File: src/rtl/bifv_pkg.sv
`default_nettype none
package bifv_pkg;

  localparam int FIELD_W  = 48;
  localparam int HALF_W   = 16;
  localparam int CORNER_W = 17;
  localparam int QDEPTH   = 4;
  localparam int QPTR_W   = 2;
  localparam int CNT_W    = 3;

  typedef enum logic [1:0] {
    AXIS_X,
    AXIS_Y,
    AXIS_Z
  } axis_t;

  // one classified face query, as held in the queue
  typedef struct packed {
    axis_t             axis;
    logic              axis_neg;   // chosen axis coordinate is -half
    logic              reverse;    // emit corners 3,2,1,0
    logic [HALF_W-1:0] half_z;
    logic [HALF_W-1:0] half_y;
    logic [HALF_W-1:0] half_x;
  } face_t;

  typedef struct packed {
    logic  valid;
    face_t face;
  } face_push_t;

  // bit c set: coordinate c of that corner is negative (chosen axis excluded)
  function automatic logic [2:0] corner_neg(axis_t axis, logic [1:0] src);
    logic [2:0] m;
    m = 3'b000;
    unique case (axis)
      AXIS_X: begin
        unique case (src)
          2'd0: m = 3'b000;
          2'd1: m = 3'b010;
          2'd2: m = 3'b110;
          default: m = 3'b100;
        endcase
      end
      AXIS_Y: begin
        unique case (src)
          2'd0: m = 3'b000;
          2'd1: m = 3'b100;
          2'd2: m = 3'b101;
          default: m = 3'b001;
        endcase
      end
      AXIS_Z: begin
        unique case (src)
          2'd0: m = 3'b000;
          2'd1: m = 3'b001;
          2'd2: m = 3'b011;
          default: m = 3'b010;
        endcase
      end
      default: m = 3'b000;
    endcase
    return m;
  endfunction

endpackage
`default_nettype wire

File: src/rtl/bifv_queue.sv
`default_nettype none
module bifv_queue (
  input  wire logic                  clk,
  input  wire logic                  rst,
  input  wire bifv_pkg::face_push_t  push,
  input  wire logic                  pop,
  output bifv_pkg::face_push_t       head
);

  bifv_pkg::face_t               slots [bifv_pkg::QDEPTH];
  logic [bifv_pkg::QPTR_W-1:0]   wr_ptr;
  logic [bifv_pkg::QPTR_W-1:0]   rd_ptr;
  logic [bifv_pkg::CNT_W-1:0]    fill;

  // no overflow check: the front hands out only QDEPTH credits
  always_ff @(posedge clk) begin
    if (rst) begin
      wr_ptr <= '0;
      rd_ptr <= '0;
      fill   <= '0;
    end else begin
      if (push.valid) begin
        wr_ptr <= wr_ptr + 1'b1;
      end
      if (pop) begin
        rd_ptr <= rd_ptr + 1'b1;
      end
      fill <= fill + bifv_pkg::CNT_W'(push.valid) - bifv_pkg::CNT_W'(pop);
    end
  end

  always_ff @(posedge clk) begin
    if (push.valid) begin
      slots[wr_ptr] <= push.face;
    end
  end

  assign head.valid = (fill != '0);
  assign head.face  = slots[rd_ptr];

endmodule
`default_nettype wire

File: config.mk
export PLATFORM = sky130hd
export DESIGN_NAME = bifv_queue
export DESIGN_NICKNAME = d
export VERILOG_FILES = /design/src/rtl/bifv_pkg.sv /design/src/rtl/bifv_queue.sv
export SDC_FILE = /design/constraint.sdc
export NUM_CORES = 1
export LEC_CHECK = 0
export ABC_AREA = 1
export BUFFER_PORTS_ARGS = -buffer_cell sky130_fd_sc_hd__clkbuf_2
export CAP_MARGIN = 20
export CORE_ASPECT_RATIO = 2
export CORE_MARGIN = 8
export CORE_UTILIZATION = 55
export CTS_BUF_LIST = sky130_fd_sc_hd__clkbuf_16
export DETAILED_ROUTE_END_ITERATION = 10
export PLACE_DENSITY = 0.76
export RECOVER_POWER = 50
export SYNTH_ARGS = -nofsm -noshare
export SYNTH_HDL_FRONTEND = slang
export SYNTH_SLANG_ARGS = --single-unit
File: constraint.sdc
create_clock -name clk -period 4.1 [get_ports clk]
set_input_delay 0.41 -clock clk [delete_from_list [all_inputs] [get_ports clk]]
set_output_delay 0.41 -clock clk [all_outputs]
set_load 0.01 [all_outputs]
## Yosys cells after proc, flatten, opt, wreduce, memory -nomap -nowiden

Memory sizes are Yosys's and may differ from the RTL's. A register that Yosys moved wholly into a read port is not among the register bits.
Index checks and enable logic that the tools add are counted.

| storage, ports and cells | value |
|---|---|
| logic and storage cells | 13 |
| memory bits (writable) | 208 |
| bits of input ports | 56 |
| output and inout bits | 53 |
| bits in latches | 0 |
| ROM bits | 0 |
| register bits | 7 |
| memories kept | 1 |

Memory list:

| memory | depth | width | read ports | clocked after Yosys merged registers in | wr ports | RTL line | text |
|---|---|---|---|---|---|---|---|
| slots | 4 | 52 | 1 | 1 | 1 | bifv_queue.sv:10 | `bifv_pkg::face_t slots [bifv_pkg::QDEPTH];` |

| operators by class | value |
|---|---|
| multiply operators | 0 |
| shifts and indexed selects | 0 |
| $add $sub $neg | 4 |
| reduce and logical (&&, ||, !) cells | 1 |
| mux-type cells | 4 |
| bitwise operators | 0 |
| equality and inequality tests | 0 |
| $lt $le $gt $ge | 0 |
| div/mod/pow operators | 0 |

Operator list:

| cell | count |
|---|---|
| 2-bit by 1-bit adder with 2-bit output (second input constant) | 2 |
| 2-bit two-way mux | 2 |
| 3-bit by 1-bit adder with 3-bit output | 1 |
| 3-bit nonzero test | 1 |
| 3-bit by 1-bit subtractor with 3-bit output | 1 |
| 1-bit two-way mux | 2 |

## Logic depth before layout (Yosys ltp)

Gate-level depths: netlist of run 1.

| depth | value |
|---|---|
| depth after elaboration | 3 |
| mapped depth | 8 |

## Least setup slack after synthesis of run 1

OpenSTA, ideal clock, no wires.

| timing path | value |
|---|---|
| path kind | reg-to-reg |
| from | reg wr_ptr[0] (netlist bit) |
| to | mem slots[2][0] (netlist bit) (enable) |
| path slack | 2.090 ns |
| period minus slack after synthesis | 2.010 ns |
| buffers on the path | 0 |
| arrival time | 1.604 ns |
| data required time | 3.694 ns |
| cell stages (with the launch flop) | 5 |
| cell sequence | dfxtp_1 inv_1 ha_1 nand2_1 inv_1 |

RTL lines:

| item | RTL line | text |
|---|---|---|
| start, declared | bifv_queue.sv:11 | `logic [bifv_pkg::QPTR_W-1:0] wr_ptr;` |
| start signal, assigned | bifv_queue.sv:23 | `wr_ptr <= wr_ptr + 1'b1;` |
| end, declared | bifv_queue.sv:10 |  |

Straight into the memory's write port.

==> results of run 1 <==
[cell families (layout without fill, tap and decap cells)]
kind of cell    Yosys count  count (layout)
flops                   217             217
buf+inv                 155             268
compound gates          166             166
simple gates            117             117
fa+ha+maj                 7               7
[path summary, 6_finish.rpt]
path / startpoint / endpoint / slack (ps)
worst max register to register: wr_ptr[0] / slots[2][3] / 1670
worst min register to register: rd_ptr[1] / flip-flop / 450
worst max-delay path: flip-flop / head[8] / 1350
worst min-delay path: rst / fill[0] / 140
[cell usage in the layout (no fill, tap or decap), drive strengths merged]
cell type,instances
edfxtp,208
inv,126
clkinvlp,1
buf,8
clkinv,5
clkbuf,127
nor2,3
ha,6
dfxtp,9
nand3,2
a21oi,58
nand2,112
fa,1
o211ai,52
o21ai,56
bufinv,1
[stage by stage]
stage          area (um2)  total power, mW  worst slack [ps]
3_3_place_gp         9550             3.07              1920
3_5_place_dp         9550             3.10              1840
5_1_grt             10100             4.82              1190
2_1_floorplan        8970             2.93              2090
4_1_cts             10100             4.70              1320
6_report            10100             4.64              1350
[state kept, by name, summed over array words and instances, names as in the netlist, named ones only]
register	cells
fill	3
wr_ptr	2
slots	208
rd_ptr	2
[final cells by class]
cell class / count / share of cell area, %
clock buffer: 19 / 4.73
clock inverter: 13 / 0.896
inverter: 120 / 4.48
multi-input combinational: 290 / 17.9
sequential: 217 / 64.0
tap: 204 / 2.54
timing repair buffer: 116 / 5.45
[metal layers]
layer	vias up	GRT usage, %
met3	18	3.73
li1	2500	-
met4	0	3.88
met1	2348	16.1
met2	127	26.3
met5	-	0
[power by group through the flow]
stage / clock, mW / combinational, mW / sequential [mW]
floorplan: 0 / 0.322 / 2.60
global placement: 0 / 0.443 / 2.63
detailed placement: 0 / 0.459 / 2.64
CTS: 1.65 / 0.461 / 2.59
global route: 1.72 / 0.501 / 2.60
finish: 1.61 / 0.444 / 2.59
==> results.json, run 1 <==
{
  "status": "completed",
  "cts-buffers-inserted": 18,
  "cpPeakStageDelay_ps": 890,
  "num_vias": 4993,
  "rows": 66,
  "yosysMostFrequentCell": "edfxtp_1",
  "die_x_um": 106,
  "syn_area_um2": 8970,
  "peakVddDrop_v": 0.000395,
  "synth.distinct_cells": 18,
  "ys_ff_latch": 217,
  "wl_met2_um": 7860,
  "yosysWarnings": 0,
  "cts_resized": 0,
  "synth_top_family_by_area": "compound AO/OA/AOI/OAI gates",
  "p_comb_share_pct": 9.6,
  "synth_ff_type": "edfxtp_1",
  "synth_top_area_share_pct": 69.6,
  "path_cells": "buf_4 -> a21oi_1 -> o21ai_0 -> nand2_1 -> clkbuf_2",
  "area_growth_pct": 12.0,
  "arrival_ps": 2340,
  "drt_iter0_drc": 168,
  "post-route-min-period_ps": 2750,
  "io_pins": 109,
  "syn_avg_cell_area_um2": 13.6,
  "end_kind": "primary output",
  "totalWireLength_um": 15400,
  "synth_adder_area_share_pct": 1.06,
  "switching_share_pct": 22.6,
  "required_ps": 3690,
  "place.port_buffers": 108,
  "path_buf_inv": 2,
  "drt-pass1-iter-count": 4,
  "syn_inst": 662,
  "cts_setup_buffers": 0,
  "synth-compound-area-share_pct": 13.6,
  "root_buffer": "clkbuf_16",
  "fin_skew_ps": 10.1,
  "register_area_um2": 6430,
  "nFillCells": 1238,
  "synth_nets": 725,
  "numClockSinks": 217,
  "grt_pass1_vias": 4903,
  "top_layer_used": "met4",
  "drc_errors": 0,
  "ant_nets": 0,
  "multi_input_area_um2": 1800,
  "hold_slack_ps": 141,
  "synth_area_leader_cell": "edfxtp_1",
  "reg2reg_depth": 5,
  "internal-power_mw": 3.59,
  "worst-path-stages": 5,
  "synthArstFlopShare_pct": 0,
  "fin_nets": 826,
  "slowest_stage": "dfxtp_4",
  "fin_crit_sh_pct": 67.1,
  "netSwitchingPower_mw": 1.05,
  "grt_first_pass_wirelength_um": 24200,
  "synthTopCellsByArea": "edfxtp_1 70%, o211ai_2 7.3%, inv_1 5.0%",
  "hp-class": "input port to flip-flop",
  "grt.total_usage_pct": 14.4,
  "fin_util_pct": 62.4,
  "cts_tree": "done",
  "clk_path_buf_depth": 3,
  "yosysSeqAreaShare_pct": 71.6,
  "synth_common_cells": "208 x edfxtp_1, 120 x inv_1, 96 x nand2_1",
  "synth_xor_area_share_pct": 0,
  "max-cap-violations": 0,
  "yosys.area_share.simple_pct": 5.37,
  "gp_congestion": 0.703,
  "die_y_um": 197,
  "n_antenna_cell": 0,
  "dp.cells": 947,
  "start_kind": "flip-flop",
  "grt_max_degree": 105,
  "power_density_nw_per_um2": 462,
  "wl_per_cell_um": 15.7,
  "grt-ovfl-total": 0,
  "coreArea_um2": 16100,
  "report.final.slew_viol_count": 0,
  "synthMuxAreaShare_pct": 0,
  "clk_pin_slew_ps": 70,
  "final_cells": 979,
  "fin_tns_setup_ps": 0,
  "max_freq_mhz": 363,
  "clock_latency_ps": 470,
  "setup_violations": 0,
  "hpwl_um": 9650,
  "p_leak_nw": 3.83,
  "htree_num_levels": 1,
  "hold_buffers": 0,
  "worst_slew_pin_slew_ps": 1210,
  "synth-edff-count": 208,
  "pwr-share-seq_pct": 55.8,
  "wl_met3_um": 917,
  "wl_met1_um": 6370,
  "worst-path-max-fanout": 61,
  "hold-path-cell-count": 2,
  "initial_core_util_pct": 55.7,
  "finalHoldViolCount": 0,
  "die-area_um2": 20900,
  "relSlewSlack_pct": 19.4,
  "drive_above_1_share_pct": 20.6,
  "rsz0062_at_grt": "false",
  "pwr-share-clk_pct": 34.6,
  "critPathTopFamily": "flip-flops",
  "antenna_found_initial": 0,
  "crit_type": "flip-flop to primary output",
  "vias_per_cell": 5.10
}
Note: power is estimated with default switching activity, not from simulation.
==> run 2: changes to the inputs <==
Settings changed: ABC_AREA 1 to 0, CORE_UTILIZATION 55 to 51, PLACE_DENSITY 0.76 to 0.75.
Clock period 4.1 ns to 2.2 ns, I/O delays scaled along.
==> run 2 against run 1 <==
Net effect: critical path depth shrank 2; hold slack lost 110 ps; clock power grew 98%; synthesized area shrank 11%; clock-buffer cell count is the same; highest routed layer unchanged; non-clock buffer count grew 56; first-iteration DRC count shrank 2.4%; setup slack lost 1200 ps; critical path type unchanged; register-to-register slack lost 1400 ps; cell count shrank 28%; largest power group unchanged; largest cell class unchanged; sequential power grew 85%; flip-flop and latch count is the same.
==> results.json, run 2 <==
{
  "fin_crit_sh_pct": 92.6,
  "reg_top3": "slots (208), fill (3)",
  "end_kind": "primary output",
  "register_area_um2": 6430,
  "grt.total_usage_pct": 14.4,
  "nFillCells": 1080,
  "totalWireLength_um": 14500,
  "finalPower_mw": 8.96,
  "drive_above_1_share_pct": 29.6,
  "synth_top_area_share_pct": 78.1,
  "ant_nets": 0,
  "rsz0062_at_grt": "false",
  "cts_tree": "done",
  "coreArea_um2": 15500,
  "arrival_ps": 1820,
  "final_cell_mix": "208 x edfxtp_1, 57 x clkbuf_2, 52 x dlygate4sd3_1, 52 x clkbuf_1, 50 x mux4_2",
  "numClockSinks": 217,
  "yosysSeqAreaShare_pct": 80.3,
  "required_ps": 1980,
  "rows": 65,
  "drc_errors": 0,
  "wl_per_cell_um": 20.4,
  "crit_type": "flip-flop to primary output",
  "area_growth_pct": 23.2,
  "regMostFlops": "slots",
  "gp_congestion": 0.649,
  "setup_ws_ps": 164,
  "antenna_found_initial": 0,
  "yosysWarnings": 0,
  "die_y_um": 193,
  "vias_per_cell": 5.34,
  "synth_area_leader_cell": "edfxtp_1",
  "fin_nets": 557,
  "die-area_um2": 20200,
  "start_kind": "flip-flop",
  "final_common_cell": "edfxtp_1",
  "p_leak_nw": 3.30,
  "place.port_buffers": 108,
  "grt-ovfl-total": 0,
  "fin_tns_setup_ps": 0,
  "multi_input_area_um2": 1410,
  "synthArstFlopShare_pct": 0,
  "r2r_start": "wr_ptr[0]",
  "htree_num_levels": 1,
  "peakVddDrop_v": 0.000863,
  "setup_violations": 0,
  "hpwl_um": 8860,
  "syn_avg_cell_area_um2": 25.6,
  "synth-edff-count": 208,
  "synth.distinct_cells": 21,
  "io_pins": 109,
  "status": "completed",
  "dp_slack_ps": 626,
  "cts_setup_buffers": 0,
  "relSlewSlack_pct": 37.1,
  "grt_first_pass_wirelength_um": 22900,
  "n_antenna_cell": 0,
  "max-cap-violations": 0,
  "min_from": "rst",
  "ys_ff_latch": 217,
  "yosysMostFrequentCell": "edfxtp_1",
  "synth_nets": 376,
  "grt_max_degree": 33,
  "hp-class": "input port to flip-flop",
  "syn_inst": 313,
  "synth_ff_type": "edfxtp_1",
  "finalHoldViolCount": 0,
  "die_x_um": 105,
  "root_buffer": "clkbuf_16",
  "syn_area_um2": 8000,
  "initial_core_util_pct": 51.5,
  "drt_iter0_drc": 164,
  "drt-pass1-iter-count": 4,
  "worst-path-max-fanout": 26,
  "report.final.slew_viol_count": 0,
  "synth_common_cells": "208 x edfxtp_1, 50 x mux4_2, 9 x dfxtp_1",
  "power_density_nw_per_um2": 909,
  "synthTopCellsByArea": "edfxtp_1 78%, mux4_2 14%, dfxtp_1 2.3%",
  "max_freq_mhz": 491,
  "cts-buffers-inserted": 19,
  "clk_pin_slew_ps": 70,
  "clk_path_buf_depth": 3,
  "num_vias": 3778,
  "clock_latency_ps": 480,
  "largest_register_ff_count": 208,
  "worst_slew_pin_slew_ps": 942,
  "fin_skew_ps": 7.89,
  "grt_pass1_vias": 4214,
  "post-route-min-period_ps": 2040
}
[run 2: repair_timing]
item | in CTS | in global routing
gates resized for setup | 0 | 0
hold endpoints to repair | 208 | 0
hold buffers | 52 | 0
endpoints found under the setup margin | 0 | 0
[run 2: cells by family (layout without fill, tap and decap cells)]
family | count (synthesis) | in the layout | synth area share [%]
AO/OA/AOI/OAI | 2 | 2 | 0.188
AND/OR/NAND/NOR | 13 | 13 | 0.876
adder cells (fa/ha/maj) | 7 | 7 | 1.19
buffers and inverters | 18 | 212 | 2.03
flip-flops | 217 | 217 | 80.3
multiplexers | 53 | 53 | 14.9
XOR/XNOR | 3 | 3 | 0.516
[run 2: through the flow]
stage	cell area, um2	utilization [%]	hold WS, ps	std cells
global route	9850	63.4	34.3	708
CTS	9920	63.9	4.92	708
floorplan	8000	-	292	313
finish	9850	63.4	26.2	708
global placement	8800	56.7	437	622
detailed placement	8800	56.7	442	622
[run 2: final timing paths]
check                 endpoint  slack [ps]  cells after the start
hold reg to reg      flip-flop         540                      2
setup reg to reg  slots[0][17]         280                      4
hold / removal       wr_ptr[0]          30                      2
setup / recovery      head[43]         160                      3
[run 2: where the power goes]
part	internal (mW)	leakage [nW]	switching [mW]	total, mW
registers	4.75	1.99	0.0558	4.80
logic	0.482	1.01	0.485	0.967
clock network	1.82	0.307	1.37	3.19
total	7.05	3.30	1.91	8.96
[run 2: final cells by class]
cell class                      instances  share of cell area, %
Clock buffer                           19                   4.82
Timing Repair Buffer                  172                   11.5
Inverter                                6                  0.229
Tap cell                              201                   2.55
Clock inverter                         15                   1.28
Multi-Input combinational cell         78                   14.3
Sequential cell                       217                   65.3
[run 2: worst max-delay path: stages (launching register included)]
cell and delay [ps]:
dfxtp_4 370, buf_12 240, mux4_2 560, clkbuf_2 150
[run 2: metal layers]
| metal | track usage (%) | part of all wire (%) |
|---|---|---|
| met3 | 3.76 | 6.2 |
| met1 | 17.3 | 41 |
| met5 | 0 | 0 |
| met4 | 3.81 | 1.5 |
| met2 | 25.3 | 52 |
