**src/rtl/bifv_pkg.sv**
```systemverilog
`default_nettype none
package bifv_pkg;

  localparam int FIELD_W  = 48;
  localparam int HALF_W   = 16;
  localparam int CORNER_W = 17;
  localparam int QDEPTH   = 4;
  localparam int QPTR_W   = 2;
  localparam int CNT_W    = 3;

  typedef enum logic [1:0] {
    AXIS_X,
    AXIS_Y,
    AXIS_Z
  } axis_t;

  // one classified face query, as held in the queue
  typedef struct packed {
    axis_t             axis;
    logic              axis_neg;   // chosen axis coordinate is -half
    logic              reverse;    // emit corners 3,2,1,0
    logic [HALF_W-1:0] half_z;
    logic [HALF_W-1:0] half_y;
    logic [HALF_W-1:0] half_x;
  } face_t;

  typedef struct packed {
    logic  valid;
    face_t face;
  } face_push_t;

  // bit c set: coordinate c of that corner is negative (chosen axis excluded)
  function automatic logic [2:0] corner_neg(axis_t axis, logic [1:0] src);
    logic [2:0] m;
    m = 3'b000;
    unique case (axis)
      AXIS_X: begin
        unique case (src)
          2'd0: m = 3'b000;
          2'd1: m = 3'b010;
          2'd2: m = 3'b110;
          default: m = 3'b100;
        endcase
      end
      AXIS_Y: begin
        unique case (src)
          2'd0: m = 3'b000;
          2'd1: m = 3'b100;
          2'd2: m = 3'b101;
          default: m = 3'b001;
        endcase
      end
      AXIS_Z: begin
        unique case (src)
          2'd0: m = 3'b000;
          2'd1: m = 3'b001;
          2'd2: m = 3'b011;
          default: m = 3'b010;
        endcase
      end
      default: m = 3'b000;
    endcase
    return m;
  endfunction

endpackage
`default_nettype wire

```
**src/rtl/bifv_ifs.sv**
```systemverilog
`default_nettype none


interface bifv_corner_if;
  logic                                valid;
  logic                                ready;
  logic signed [bifv_pkg::CORNER_W-1:0] corner_x;
  logic signed [bifv_pkg::CORNER_W-1:0] corner_y;
  logic signed [bifv_pkg::CORNER_W-1:0] corner_z;
  logic [1:0]                          corner_slot;
  logic [1:0]                          face_axis;
  logic                                last_corner;

  modport source(output valid, corner_x, corner_y, corner_z, corner_slot,
                 face_axis, last_corner, input ready);
  modport sink(input valid, corner_x, corner_y, corner_z, corner_slot,
               face_axis, last_corner, output ready);
endinterface
`default_nettype wire

```
**src/rtl/bifv_back.sv**
```systemverilog
`default_nettype none
module bifv_back (
  input  wire logic                  clk,
  input  wire logic                  rst,
  input  wire bifv_pkg::face_push_t  head,
  output logic                       pop,
  bifv_corner_if.source              corner
);

  logic [1:0] k;        // corner number within the current face
  logic       advance;
  logic       load;
  logic [1:0] src;
  logic [2:0] neg;
  logic [bifv_pkg::CORNER_W-1:0] val [3];
  logic [bifv_pkg::HALF_W-1:0]   half [3];

  assign advance = !corner.valid || corner.ready;
  assign load    = advance && head.valid;
  assign pop     = load && (k == 2'd3);

  always_comb begin
    half[0] = head.face.half_x;
    half[1] = head.face.half_y;
    half[2] = head.face.half_z;
    src     = head.face.reverse ? 2'(2'd3 - k) : k;
    neg     = bifv_pkg::corner_neg(head.face.axis, src);
    for (int c = 0; c < 3; c++) begin
      if (c == int'(head.face.axis)) begin
        neg[c] = head.face.axis_neg;
      end
      val[c] = neg[c] ? -{1'b0, half[c]} : {1'b0, half[c]};
    end
  end

  always_ff @(posedge clk) begin
    if (rst) begin
      corner.valid <= 1'b0;
      k            <= '0;
    end else if (load) begin
      corner.valid <= 1'b1;
      k            <= k + 1'b1;
    end else if (advance) begin
      corner.valid <= 1'b0;
    end
  end

  always_ff @(posedge clk) begin
    if (load) begin
      corner.corner_x    <= val[0];
      corner.corner_y    <= val[1];
      corner.corner_z    <= val[2];
      corner.corner_slot <= k;
      corner.face_axis   <= head.face.axis;
      corner.last_corner <= (k == 2'd3);
    end
  end

endmodule
`default_nettype wire

```
**src/flat_wrapper.sv**
```systemverilog
// flat-port wrapper written by rule: the top's interface ports become plain ports
module bifv_back_flat 
  (clk, rst, head, pop, corner_valid, corner_corner_x, corner_corner_y, corner_corner_z, corner_corner_slot, corner_face_axis, corner_last_corner, corner_ready);
  bifv_corner_if corner_i ();
  input  wire logic clk;
  input  wire logic rst;
  input  wire bifv_pkg::face_push_t head;
  output logic pop;
  output wire logic [$bits(corner_i.valid)-1:0] corner_valid;
  output wire logic [$bits(corner_i.corner_x)-1:0] corner_corner_x;
  output wire logic [$bits(corner_i.corner_y)-1:0] corner_corner_y;
  output wire logic [$bits(corner_i.corner_z)-1:0] corner_corner_z;
  output wire logic [$bits(corner_i.corner_slot)-1:0] corner_corner_slot;
  output wire logic [$bits(corner_i.face_axis)-1:0] corner_face_axis;
  output wire logic [$bits(corner_i.last_corner)-1:0] corner_last_corner;
  input wire logic [$bits(corner_i.ready)-1:0] corner_ready;
  assign corner_valid = corner_i.valid;
  assign corner_corner_x = corner_i.corner_x;
  assign corner_corner_y = corner_i.corner_y;
  assign corner_corner_z = corner_i.corner_z;
  assign corner_corner_slot = corner_i.corner_slot;
  assign corner_face_axis = corner_i.face_axis;
  assign corner_last_corner = corner_i.last_corner;
  assign corner_i.ready = corner_ready;
  bifv_back u_core (.clk(clk), .rst(rst), .head(head), .pop(pop), .corner(corner_i));
endmodule
```
**config.mk**
```make
export PLATFORM = sky130hd
export DESIGN_NAME = bifv_back_flat
export DESIGN_NICKNAME = d
export VERILOG_FILES = /design/src/rtl/bifv_pkg.sv /design/src/rtl/bifv_ifs.sv /design/src/rtl/bifv_back.sv /design/src/flat_wrapper.sv
export SDC_FILE = /design/constraint.sdc
export NUM_CORES = 1
export LEC_CHECK = 0
export BUFFER_PORTS_ARGS = -buffer_cell sky130_fd_sc_hd__buf_4
export CAP_MARGIN = 20
export CORE_MARGIN = 2
export CORE_UTILIZATION = 45
export CTS_BUF_LIST = sky130_fd_sc_hd__clkbuf_4
export DETAILED_ROUTE_END_ITERATION = 8
export MAX_ROUTING_LAYER = met4
export PLACE_DENSITY_LB_ADDON = 0.12
export SLEW_MARGIN = 40
export SYNTH_ARGS = -nofsm -noshare
export SYNTH_HDL_FRONTEND = slang
export SYNTH_SLANG_ARGS = --single-unit
```
**constraint.sdc**
```tcl
create_clock -name clk -period 2.15 [get_ports clk]
set_clock_uncertainty 0.1 [all_clocks]
set_input_delay 0.3225 -clock clk [delete_from_list [all_inputs] [get_ports clk]]
set_output_delay 0.3225 -clock clk [all_outputs]
set_load 0.02 [all_outputs]
```
==> Yosys cells after proc, flatten, opt, wreduce, memory -nomap -nowiden <==
Cells that the tools add are included.
{ "word_totals": {"romBits": 0, "regBits": 59, "out_inout_bits": 58, "latch_bits": 0, "word_cells": 44, "memories": 0, "inputBits": 56, "mem_bits_rw": 0} }
{ "op_classes": {"magnitude_cmp": 0, "bitwise": 0, "n_div": 0, "n_eq_ne": 7, "n_mul": 0, "muxes": 13, "n_addsub": 5, "shift": 0, "reduce_logical": 8} }
{ "ops": {"columns": ["op", "n"], "rows": [
  ["$neg 16->17", 3],
  ["$mux 16", 3],
  ["$pmux 3 s3", 3],
  ["$eq 2x2->1 const B", 3],
  ["$logic_not 2->1", 3],
  ["$pmux 2 s3", 1],
  ["$mux 1", 5],
  ["$eq 2x1->1 const B", 2],
  ["$eq 2x2->1 const A", 2],
  ["$add 2x1->2 const B", 1],
  ["$logic_and 1x1->1", 2],
  ["$mux 2", 1],
  ["$reduce_bool 2->1", 1],
  ["$sub 2x2->2 const A", 1],
  ["$logic_not 1->1", 1],
  ["$logic_or 1x1->1", 1]
]} }

==> Logic depth before layout (Yosys ltp) <==
Gate-level depths: netlist of the first run.
{ "logic_depth": {"ltp_word": 7, "depth_mapped": 7, "mapped_depth_nobuf": 6} }

==> Worst setup path before layout of the first run <==
OpenSTA, ideal clock, no wires.
{ "synth_path": {"path_kind": "register to register", "startpoint": "register u_core.corner.valid", "endpoint": "register u_core.corner.corner_slot[0] (enable)", "synth_period_minus_slack_ns": 2.203, "stages_incl_launch_ff": 4, "t_arrival_ns": 1.692, "path_buffers": 0, "setup_time_ns": 0.411, "required_ns": 1.639, "setup_slack_ns": -0.053, "cell_sequence": "dfxtp_1 nand2b_1 nand2_1 inv_1"} }
{ "synth_between": {"elab_chain_cells": 3} }
{ "synth_lines": {"columns": ["element", "line", "text"], "rows": [
  ["start: declaration", "bifv_ifs.sv:14", "modport source(output valid, corner_x, corner_y, corner_z, corner_slot,"],
  ["start signal: assignment", "bifv_back.sv:38", "corner.valid <= 1'b0;"],
  ["start signal: assignment", "bifv_back.sv:41", "corner.valid <= 1'b1;"],
  ["start signal: assignment", "bifv_back.sv:44", "corner.valid <= 1'b0;"],
  ["$logic_not 1->1", "bifv_back.sv:18", "assign advance = !corner.valid || corner.ready;"],
  ["$logic_or 1x1->1", "bifv_back.sv:18", null],
  ["$logic_and 1x1->1", "bifv_back.sv:19", "assign load = advance && head.valid;"],
  ["named net u_core.load", "bifv_back.sv:12", "logic load;"],
  ["end signal: assignment", "bifv_back.sv:53", "corner.corner_slot <= k;"],
  ["end: declaration", "bifv_ifs.sv:14", null]
]} }
The timed path passes the listed nets, and every way through them passes these cells.
A chain may end at the register's enable or synchronous reset.

==> impl_metrics.env, run 1 <==
export IMPL_status="finished, final reports clean"
export IMPL_irDropWorstVdd_uv=487
export IMPL_io_buffers=113
export IMPL_drive_gt1_share_pct=39.7
export IMPL_p_per_area_nw_per_um2=772
export IMPL_setup_slack_ps=254
export IMPL_min_delay_start="head[0]"
export IMPL_syn_num_nets=289
export IMPL_maxCapViolCount=0
export IMPL_insertion_delay_ps=380
export IMPL_critPathKind="flip-flop to flip-flop"
export IMPL_grt_overflow=0
export IMPL_seq_area_frac_synth_pct=61.2
export IMPL_startpoint="u_core.k[1]"
export IMPL_cts_buffers=9
export IMPL_slew_headroom_pct=72.2
export IMPL_grt_pass1_vias=2062
export IMPL_critPathSlowestCell="dfxtp_1"
export IMPL_final_common_cell="buf_4"
export IMPL_placed_cell_area_um2=3830
export IMPL_timing_rr_start="u_core.k[1]"
export IMPL_synth_area_top_cells="edfxtp_1 59%, xnor2_1 11%, nand2_1 3.4%"
export IMPL_max_freq_mhz=527
export IMPL_finalHoldViolations=0
export IMPL_hold_depth=1
export IMPL_whs_ps=32.1
export IMPL_pre_cts_ws_ps=-21.1
export IMPL_dp_hpwl_um=4560
export IMPL_syn_area_um2=2840
export IMPL_post_route_cell_area_um2=4010
export IMPL_synth_seq_cells=59
export IMPL_drtAntennaViolNets=0
export IMPL_vias_per_cell=5.04
export IMPL_grt_antenna_before_repair=0
export IMPL_path_clk_slew_ps=110
export IMPL_slew_viol_final=0
export IMPL_path_buf_inv=1
export IMPL_reg2reg_depth=7
export IMPL_core_um2=6030
export IMPL_die_h_um=83.5
export IMPL_ys_warn_count=0
export IMPL_drtPass1Iterations=6
export IMPL_die_w_um=83.5
export IMPL_fillerInstances=489
export IMPL_final_cell_mix="119 x buf_4, 56 x edfxtp_1, 36 x xnor2_1"
export IMPL_start_util_pct=47.2
export IMPL_cp_end_kind="flip-flop"
export IMPL_layout_nets=418
export IMPL_cp_depth=7
export IMPL_synth_avg_cell_area_um2=12.4
export IMPL_ys_types=33
export IMPL_grt_setup_unrepaired="no"
export IMPL_cp_required_ps=2190
export IMPL_grt_first_pass_wirelength_um=9770
export IMPL_htreeDepth=3
export IMPL_cts_path_max_buffers=2
export IMPL_p_leak_nw=1.60
export IMPL_grt_max_degree=42
export IMPL_num_rows=28
export IMPL_grtUsageTotal_pct=18.1
export IMPL_critPathMaxStageDelay_ps=360
export IMPL_worstPathMaxFanout=17
export IMPL_ioPinCount=114
export IMPL_cpLargestDelayFamily="flip-flops"
export IMPL_routabilityCongestion=0.828
export IMPL_postLayoutCoreUtil_pct=66.5
export IMPL_total_power_mw=3.09
export IMPL_synth_area_leader_cell="edfxtp_1"
export IMPL_finalSetupViolCount=0
export IMPL_die_area_um2=6970
export IMPL_fin_crit_ps=1900
export IMPL_period_share_pct=88.2
export IMPL_drtIter0Drc=106
export IMPL_crit_chain="ha_1 -> nor2b_1 -> a21oi_1 -> o21ai_1 -> buf_4 -> o21ai_0 -> xnor2_1"
export IMPL_syn_to_final_growth_pct=41.0
export IMPL_worst_setup_path_start_kind="flip-flop"
export IMPL_min_path_type="input pin to flip-flop"
export IMPL_cts_tree="built"
export IMPL_num_antenna_cells=0
export IMPL_vias=2208
export IMPL_cp_arrival_ps=1930
export IMPL_wl_um=6000
export IMPL_wire_per_inst_um=13.7
export IMPL_syn_inst=229
export IMPL_drc=0
export IMPL_synth_top_area_share_pct=59.1
export IMPL_cts_root_buffer_cell="clkbuf_4"
export IMPL_post_cts_resized=0
export IMPL_clock_sinks=59
export IMPL_tightest_slew_ps=413
-- worst paths after layout --
| kind | end | slack [ps] |
|---|---|---|
| setup / recovery | u_core.corner.corner_y[11] | 250 |
| setup reg to reg | u_core.corner.corner_y[11] | 250 |
| hold / removal | u_core.corner.corner_x[0] | 30 |
| hold reg to reg | u_core.k[1] | 410 |
-- per-layer routing --
metal	routed length (um)	track usage, %	vias to the layer above
li1	-	-	1095
met1	2380	21.5	1020
met2	3100	29.9	83
met3	427	5.04	10
met4	92	6.16	0
met5	0	-	-
-- area by class of cell --
type / instances / area, um2 / share of cell area (%)
multi-input cells: 159 / 1050 / 26.2
clock buffers: 10 / 75.1 / 1.87
well taps: 75 / 93.8 / 2.34
flip-flops and latches: 59 / 1740 / 43.4
clock inverters: 6 / 90.1 / 2.25
inverters: 8 / 33.8 / 0.842
repair buffers: 121 / 923 / 23.0
-- per-stage QoR --
step / setup TNS [ps] / cells
CTS: 0 / 438
floorplan: 0 / 229
global placement: 0 / 421
detailed placement: -30.2 / 421
global route: 0 / 438
finish: 0 / 438
-- worst reg2reg max path, cell delays in order, from the launching register on --
cell and delay [ps]:
dfxtp_1 360, ha_1 330, nor2b_1 180, a21oi_1 60, o21ai_1 140, buf_4 220, o21ai_0 130, xnor2_1 130
-- power by group --
group / switching (mW) / total, mW / internal, mW
Combinational: 0.396 / 0.738 / 0.342
Clock: 0.420 / 0.907 / 0.487
Sequential: 0.0342 / 1.45 / 1.42
-- registers in the layout, summed over array words and instances (netlist names) --
| signal | flops |
|---|---|
| u_core.corner.face_axis | 2 |
| u_core.corner.corner_x | 17 |
| u_core.corner.last_corner | 1 |
| u_core.k | 2 |
| u_core.corner.corner_y | 17 |
| u_core.corner.valid | 1 |
| u_core.corner.corner_z | 17 |
| u_core.corner.corner_slot | 2 |
-- cells in the mapped netlist --
master	number
nor4_2	1
o31ai_2	1
nor2_1	15
o21ai_1	3
o31ai_1	10
nand3b_1	1
o21ai_0	12
nand2_1	26
or3_4	3
a21oi_1	9
o21ai_2	1
o31a_1	2
nor3_1	4
nor4_1	1
o41a_1	1
and3_1	1
ha_1	4
nand2b_1	3
xor2_1	8
inv_1	8
or4_1	2
clkdlybuf4s15_1	1
nor2b_1	3
or3_1	1
xnor2_1	36
dfxtp_1	3
buf_2	2
a31oi_1	1
or2_2	1
o41ai_1	3
nand3_1	3
nand4_1	3
edfxtp_1	56
-- what timing repair did --
action | CTS | global route
buffers inserted | 0 | 0
hold endpoints to repair | 3 | 0
hold buffers | 1 | 0
-- logic make-up after synthesis --
logic type      synth area share [%]
flops                           61.2
simple gates                    11.9
xor+xnor                        13.6
compound gates                  9.77
fa+ha+maj                       1.76
buf+inv                         1.76
No activity file was read; power rests on OpenSTA's default activity.
==> run 2, diff against run 1 <==
--- a/config.mk
+++ b/config.mk
@@ -13,6 +13,7 @@
 export DETAILED_ROUTE_END_ITERATION = 8
 export MAX_ROUTING_LAYER = met4
 export PLACE_DENSITY_LB_ADDON = 0.12
+export RECOVER_POWER = 100
 export SLEW_MARGIN = 40
 export SYNTH_ARGS = -nofsm -noshare
 export SYNTH_HDL_FRONTEND = slang
==> constraint.sdc (replaced) <==
create_clock -name clk -period 2.15 [get_ports clk]
set_clock_uncertainty 0.1 [all_clocks]
set_input_delay 0.3225 -clock clk [delete_from_list [all_inputs] [get_ports clk]]
set_output_delay 0.3225 -clock clk [all_outputs]
set_load 0.01 [all_outputs]
==> run 2 against run 1 <==
Compared with the run above: die area stayed put; power decreased by 5.9%; cell count unchanged; worst setup slack worse by 15 ps; non-clock buffer count is the same; sequential power about the same; register-to-register slack got worse by 20 ps; sequential cell count did not move; sequential share of layout area is 3.1 points higher; clock power about the same; critical endpoint unchanged.
==> impl_metrics.env, run 2 (synthesized netlist as in run 1, its figures left out) <==
export IMPL_cp_arrival_ps=1950
export IMPL_dp_hpwl_um=4560
export IMPL_min_path_type="input pin to flip-flop"
export IMPL_cts_buffers=9
export IMPL_final_cell_mix="65 x clkbuf_1, 56 x edfxtp_1, 54 x buf_4"
export IMPL_final_common_cell="clkbuf_1"
export IMPL_clock_sinks=59
export IMPL_drtPass1Iterations=4
export IMPL_grt_setup_unrepaired="no"
export IMPL_wl_um=6020
export IMPL_io_buffers=113
export IMPL_timing_rr_start="u_core.k[1]"
export IMPL_cts_path_max_buffers=2
export IMPL_routabilityCongestion=0.828
export IMPL_cp_required_ps=2190
export IMPL_met2_usage_pct=29.9
export IMPL_swShare_pct=26.2
export IMPL_path_clk_slew_ps=110
export IMPL_die_w_um=83.5
export IMPL_syn_to_final_growth_pct=31.7
export IMPL_max_freq_mhz=523
export IMPL_worst_setup_path_start_kind="flip-flop"
export IMPL_ioPinCount=114
export IMPL_grt_max_degree=42
export IMPL_post_route_cell_area_um2=3740
export IMPL_placed_cell_area_um2=3830
export IMPL_grt_first_pass_wirelength_um=9770
export IMPL_clock_power_share_pct=31.1
export IMPL_p_int_mw=2.15
export IMPL_pwr_share_comb_pct=19.2
export IMPL_min_to="u_core.corner.corner_x[0]"
export IMPL_grtUsageTotal_pct=18.1
export IMPL_drc=0
export IMPL_met3_usage_pct=5.04
export IMPL_grt_pass1_vias=2062
export IMPL_regArea_um2=1740
export IMPL_finalHoldViolations=0
export IMPL_slew_viol_final=0
export IMPL_drive_gt1_share_pct=21.5
export IMPL_slew_headroom_pct=39.0
export IMPL_irDropWorstVdd_uv=463
export IMPL_p_per_area_nw_per_um2=778
export IMPL_timing_rr_end="u_core.corner.corner_y[11]"
export IMPL_cts_root_buffer_cell="clkbuf_4"
export IMPL_fillerInstances=550
export IMPL_grt_busiest_layer="met2"
export IMPL_finalNonFillerCells=438
export IMPL_hold_depth=1
export IMPL_cp_end_kind="flip-flop"
export IMPL_period_share_pct=88.9
export IMPL_p_leak_nw=1.36
export IMPL_vias=2179
export IMPL_cts_tree="built"
export IMPL_htreeDepth=3
export IMPL_num_rows=28
export IMPL_num_antenna_cells=0
export IMPL_seqPwrFrac_pct=49.7
export IMPL_use_met1_pct=21.5
export IMPL_die_area_um2=6970
export IMPL_dp_cells=421
export IMPL_min_delay_start="head[0]"
export IMPL_start_util_pct=47.2
export IMPL_reg2reg_depth=7
export IMPL_die_h_um=83.5
export IMPL_insertion_delay_ps=380
export IMPL_top_regs="u_core.corner.corner_x x17, u_core.corner.corner_y x17, u_core.corner.corner_z x17"
export IMPL_vias_per_cell=4.97
export IMPL_drtIter0Drc=84
export IMPL_layout_nets=418
export IMPL_multi_input_area_um2=1050
export IMPL_finalSetupViolCount=0
export IMPL_critPathKind="flip-flop to flip-flop"
export IMPL_wire_per_inst_um=13.8
export IMPL_grt_overflow=0
export IMPL_core_um2=6030
export IMPL_maxCapViolCount=0
export IMPL_r2r_setup_slack_ps=240
export IMPL_power_switching_uw=764
export IMPL_tightest_slew_ps=915
export IMPL_drtAntennaViolNets=0
export IMPL_fin_crit_ps=1910
export IMPL_status="finished, final reports clean"
export IMPL_grt_antenna_before_repair=0
export IMPL_worstPathMaxFanout=17
run 2: changes by cell type in the layout (fill, tap and decap cells not counted):
cell | previous run | this run
o21ai_0 | 12 | 15
o21ai_1 | 3 | 1
clkinvlp_2 | 0 | 1
clkinvlp_4 | 2 | 1
buf_12 | 1 | 0
buf_4 | 119 | 54
clkbuf_1 | 0 | 65
o21ai_2 | 1 | 0
buf_2 | 0 | 1
run 2: worst max path at each step:
stage | slack, ps | cells past startpoint | to | from
2_1_floorplan | 200 | 4 | u_core.corner.corner_x[16] | head[10]
3_3_place_gp | 40 | 6 | u_core.corner.corner_z[14] | head[42]
3_5_place_dp | -20 | 6 | u_core.corner.corner_z[14] | head[42]
4_1_cts | 230 | 7 | u_core.corner.corner_y[14] | u_core.k[1]
5_1_grt | 90 | 7 | u_core.corner.corner_y[14] | u_core.k[1]
6_report | 240 | 7 | u_core.corner.corner_y[11] | u_core.k[1]
run 2: area by class of cell:
class / count / area share, %
multi-input combinational: 159 / 28.0
clock inverter: 6 / 2.41
timing repair buffer: 121 / 17.7
sequential: 59 / 46.5
inverter: 8 / 0.835
tap: 75 / 2.51
clock buffer: 10 / 2.00
run 2: metal layers:
metal  part of all wire (%)  vias to the layer above
li1                       -                     1095
met1                     40                      998
met2                     51                       76
met3                    7.3                       10
met4                    1.6                        0
met5                      0                        -
run 2: power groups by stage:
stage	Sequential, mW	Combinational (mW)	Clock, mW
2_1_floorplan	1.54	0.259	0
3_3_place_gp	1.47	0.646	0
3_5_place_dp	1.48	0.660	0
4_1_cts	1.45	0.662	0.931
5_1_grt	1.46	0.618	0.978
6_report	1.45	0.559	0.905
run 2: critical path: stages, from the launching register on:
cell and delay [ps]:
dfxtp_1 360, ha_1 330, nor2b_1 180, a21oi_1 60, o21ai_1 150, buf_4 220
o21ai_0 130, xnor2_1 130
run 2: metrics by stage:
stage | setup TNS, ps | utilization (%) | setup WS (ps) | hold WS [ps] | total power [mW]
finish | 0 | 62.1 | 239 | 60.3 | 2.91
global route | 0 | 62.1 | 91.7 | 65.4 | 3.06
CTS | 0 | 66.5 | 230 | 7.56 | 3.04
detailed placement | -30.2 | 63.6 | -21.1 | 391 | 2.14
global placement | 0 | 63.6 | 37.9 | 384 | 2.12
floorplan | 0 | - | 200 | 292 | 1.79
run 2: what timing repair did:
item                                   4_1_cts  5_1_grt
hold buffers                                 1        0
gates resized for setup                      0        0
endpoints found under the hold margin        3        0
buffers inserted                             0        0
==> run 3, diff against run 2 <==
--- a/config.mk
+++ b/config.mk
@@ -5,7 +5,7 @@
 export SDC_FILE = /design/constraint.sdc
 export NUM_CORES = 1
 export LEC_CHECK = 0
-export BUFFER_PORTS_ARGS = -buffer_cell sky130_fd_sc_hd__buf_4
+export BUFFER_PORTS_ARGS = -buffer_cell sky130_fd_sc_hd__buf_2
 export CAP_MARGIN = 20
 export CORE_MARGIN = 2
 export CORE_UTILIZATION = 45
==> run 3 against run 2 <==
Compared with the run above: maximum frequency is 0.82% lower; clock-buffer cell count did not move; die area unchanged; utilization decreased by 2.5 points; critical path depth unchanged; worst setup slack got worse by 16 ps; design area fell by 4.0%; wire length shrank 6.7%; global-route usage fell by 1.1 points; critical path type unchanged; highest routed layer unchanged.
==> impl_metrics.env, run 3 (synthesized netlist as in run 1, its figures left out) <==
export IMPL_slew_viol_final=0
export IMPL_period_share_pct=89.6
export IMPL_r2r_setup_slack_ps=220
export IMPL_clock_sinks=59
export IMPL_io_buffers=113
export IMPL_final_common_cell="clkbuf_1"
export IMPL_drtIter0Drc=104
export IMPL_finalSetupViolCount=0
export IMPL_irDropWorstVdd_uv=400
export IMPL_grt_pass1_vias=2077
export IMPL_drtPass1Iterations=4
export IMPL_grt_max_degree=35
export IMPL_worst_setup_path_start_kind="flip-flop"
export IMPL_wire_per_inst_um=12.8
export IMPL_layout_nets=418
export IMPL_path_clk_slew_ps=100
export IMPL_top_regs="u_core.corner.corner_x x17, u_core.corner.corner_y x17, u_core.corner.corner_z x17"
export IMPL_worstPathMaxFanout=17
export IMPL_p_leak_nw=1.31
export IMPL_cp_end_kind="flip-flop"
export IMPL_dp_hpwl_um=4190
export IMPL_grt_antenna_before_repair=0
export IMPL_grt_setup_unrepaired="no"
export IMPL_die_h_um=83.5
export IMPL_vias=2180
export IMPL_p_per_area_nw_per_um2=759
export IMPL_cts_setup_buffers=0
export IMPL_core_um2=6030
export IMPL_fin_crit_ps=1930
export IMPL_final_cell_mix="64 x clkbuf_1, 56 x edfxtp_1, 49 x buf_2"
export IMPL_cts_buffers=9
export IMPL_grt_first_pass_wirelength_um=9190
export IMPL_max_freq_mhz=519
export IMPL_htreeDepth=3
export IMPL_cts_tree="built"
export IMPL_cts_path_max_buffers=2
export IMPL_syn_to_final_growth_pct=26.4
export IMPL_num_rows=28
export IMPL_min_path_type="input pin to flip-flop"
export IMPL_insertion_delay_ps=370
export IMPL_vias_per_cell=4.98
export IMPL_die_w_um=83.5
export IMPL_setup_slack_ps=223
export IMPL_start_util_pct=47.2
export IMPL_num_antenna_cells=0
export IMPL_drc=0
export IMPL_cts_root_buffer_cell="clkbuf_4"
export IMPL_whs_ps=80.7
export IMPL_maxCapViolCount=0
export IMPL_regArea_um2=1740
export IMPL_drive_gt1_share_pct=21.8
export IMPL_fillerInstances=561
export IMPL_cp_arrival_ps=1950
export IMPL_grt_overflow=0
export IMPL_grtUsageTotal_pct=17.0
export IMPL_status="finished, final reports clean"
export IMPL_drtAntennaViolNets=0
export IMPL_tightest_slew_ps=835
export IMPL_finalHoldViolations=0
export IMPL_pre_cts_ws_ps=-3.53
export IMPL_multi_input_area_um2=1050
export IMPL_wl_um=5620
export IMPL_slew_headroom_pct=44.4
export IMPL_routabilityCongestion=0.825
export IMPL_cp_required_ps=2180
export IMPL_ioPinCount=114
export IMPL_critPathKind="flip-flop to flip-flop"
export IMPL_die_area_um2=6970
## run 3: cell count changes in the layout (fill, tap and decap cells not counted), sizes merged
cell	before	now
clkbuf	75	76
buf	55	54
clkinv	3	4
bufinv	2	1
## run 3: path summary, 6_finish.rpt
check	startpoint	end	depth (start not counted)
max	u_core.k[1]	u_core.corner.corner_y[14]	7
min reg2reg	u_core.k[0]	u_core.corner.corner_slot[0]	0
min	head[0]	u_core.corner.corner_x[0]	1
max reg2reg	u_core.k[1]	u_core.corner.corner_y[14]	7
## run 3: per-stage QoR
stage	setup TNS, ps	cell area [um2]	utilization, %	power, mW	cells
floorplan	0	2850	-	1.79	229
global placement	0	3540	58.7	2.03	421
detailed placement	-3.53	3540	58.7	2.03	421
CTS	0	3680	61.1	2.80	438
global route	0	3590	59.6	2.88	438
finish	0	3590	59.6	2.73	438
## run 3: critical path: stages, from the launching register on
cell     delay, ps
dfxtp_1        360
ha_1           340
nor2b_1        180
a21oi_1         60
o21ai_1        160
buf_4          220
o21ai_0        130
xnor2_1        140
## run 3: repair_timing
action | CTS | global route
hold buffers | 1 | 0
resized for setup | 0 | 0
hold endpoints to repair | 1 | 0
## run 3: report_power, final
group          total [mW]  switching [mW]  internal, mW
sequential           1.45          0.0304          1.42
clock               0.753           0.393         0.360
combinational       0.528           0.308         0.220
total                2.73           0.732          2.00
## run 3: layout make-up
cell class	instances	area share, %
Tap cell	75	2.61
Inverter	8	0.940
Timing Repair Buffer	121	15.1
Multi-Input combinational cell	159	29.2
Clock buffer	10	2.09
Sequential cell	59	48.5
Clock inverter	6	1.60
## run 3: metal layers
metal  GRT usage, %  routed length, um
met1           20.9               2480
met2           26.4               2690
met3           5.34                394
met4           6.60                 59
met5              -                  0
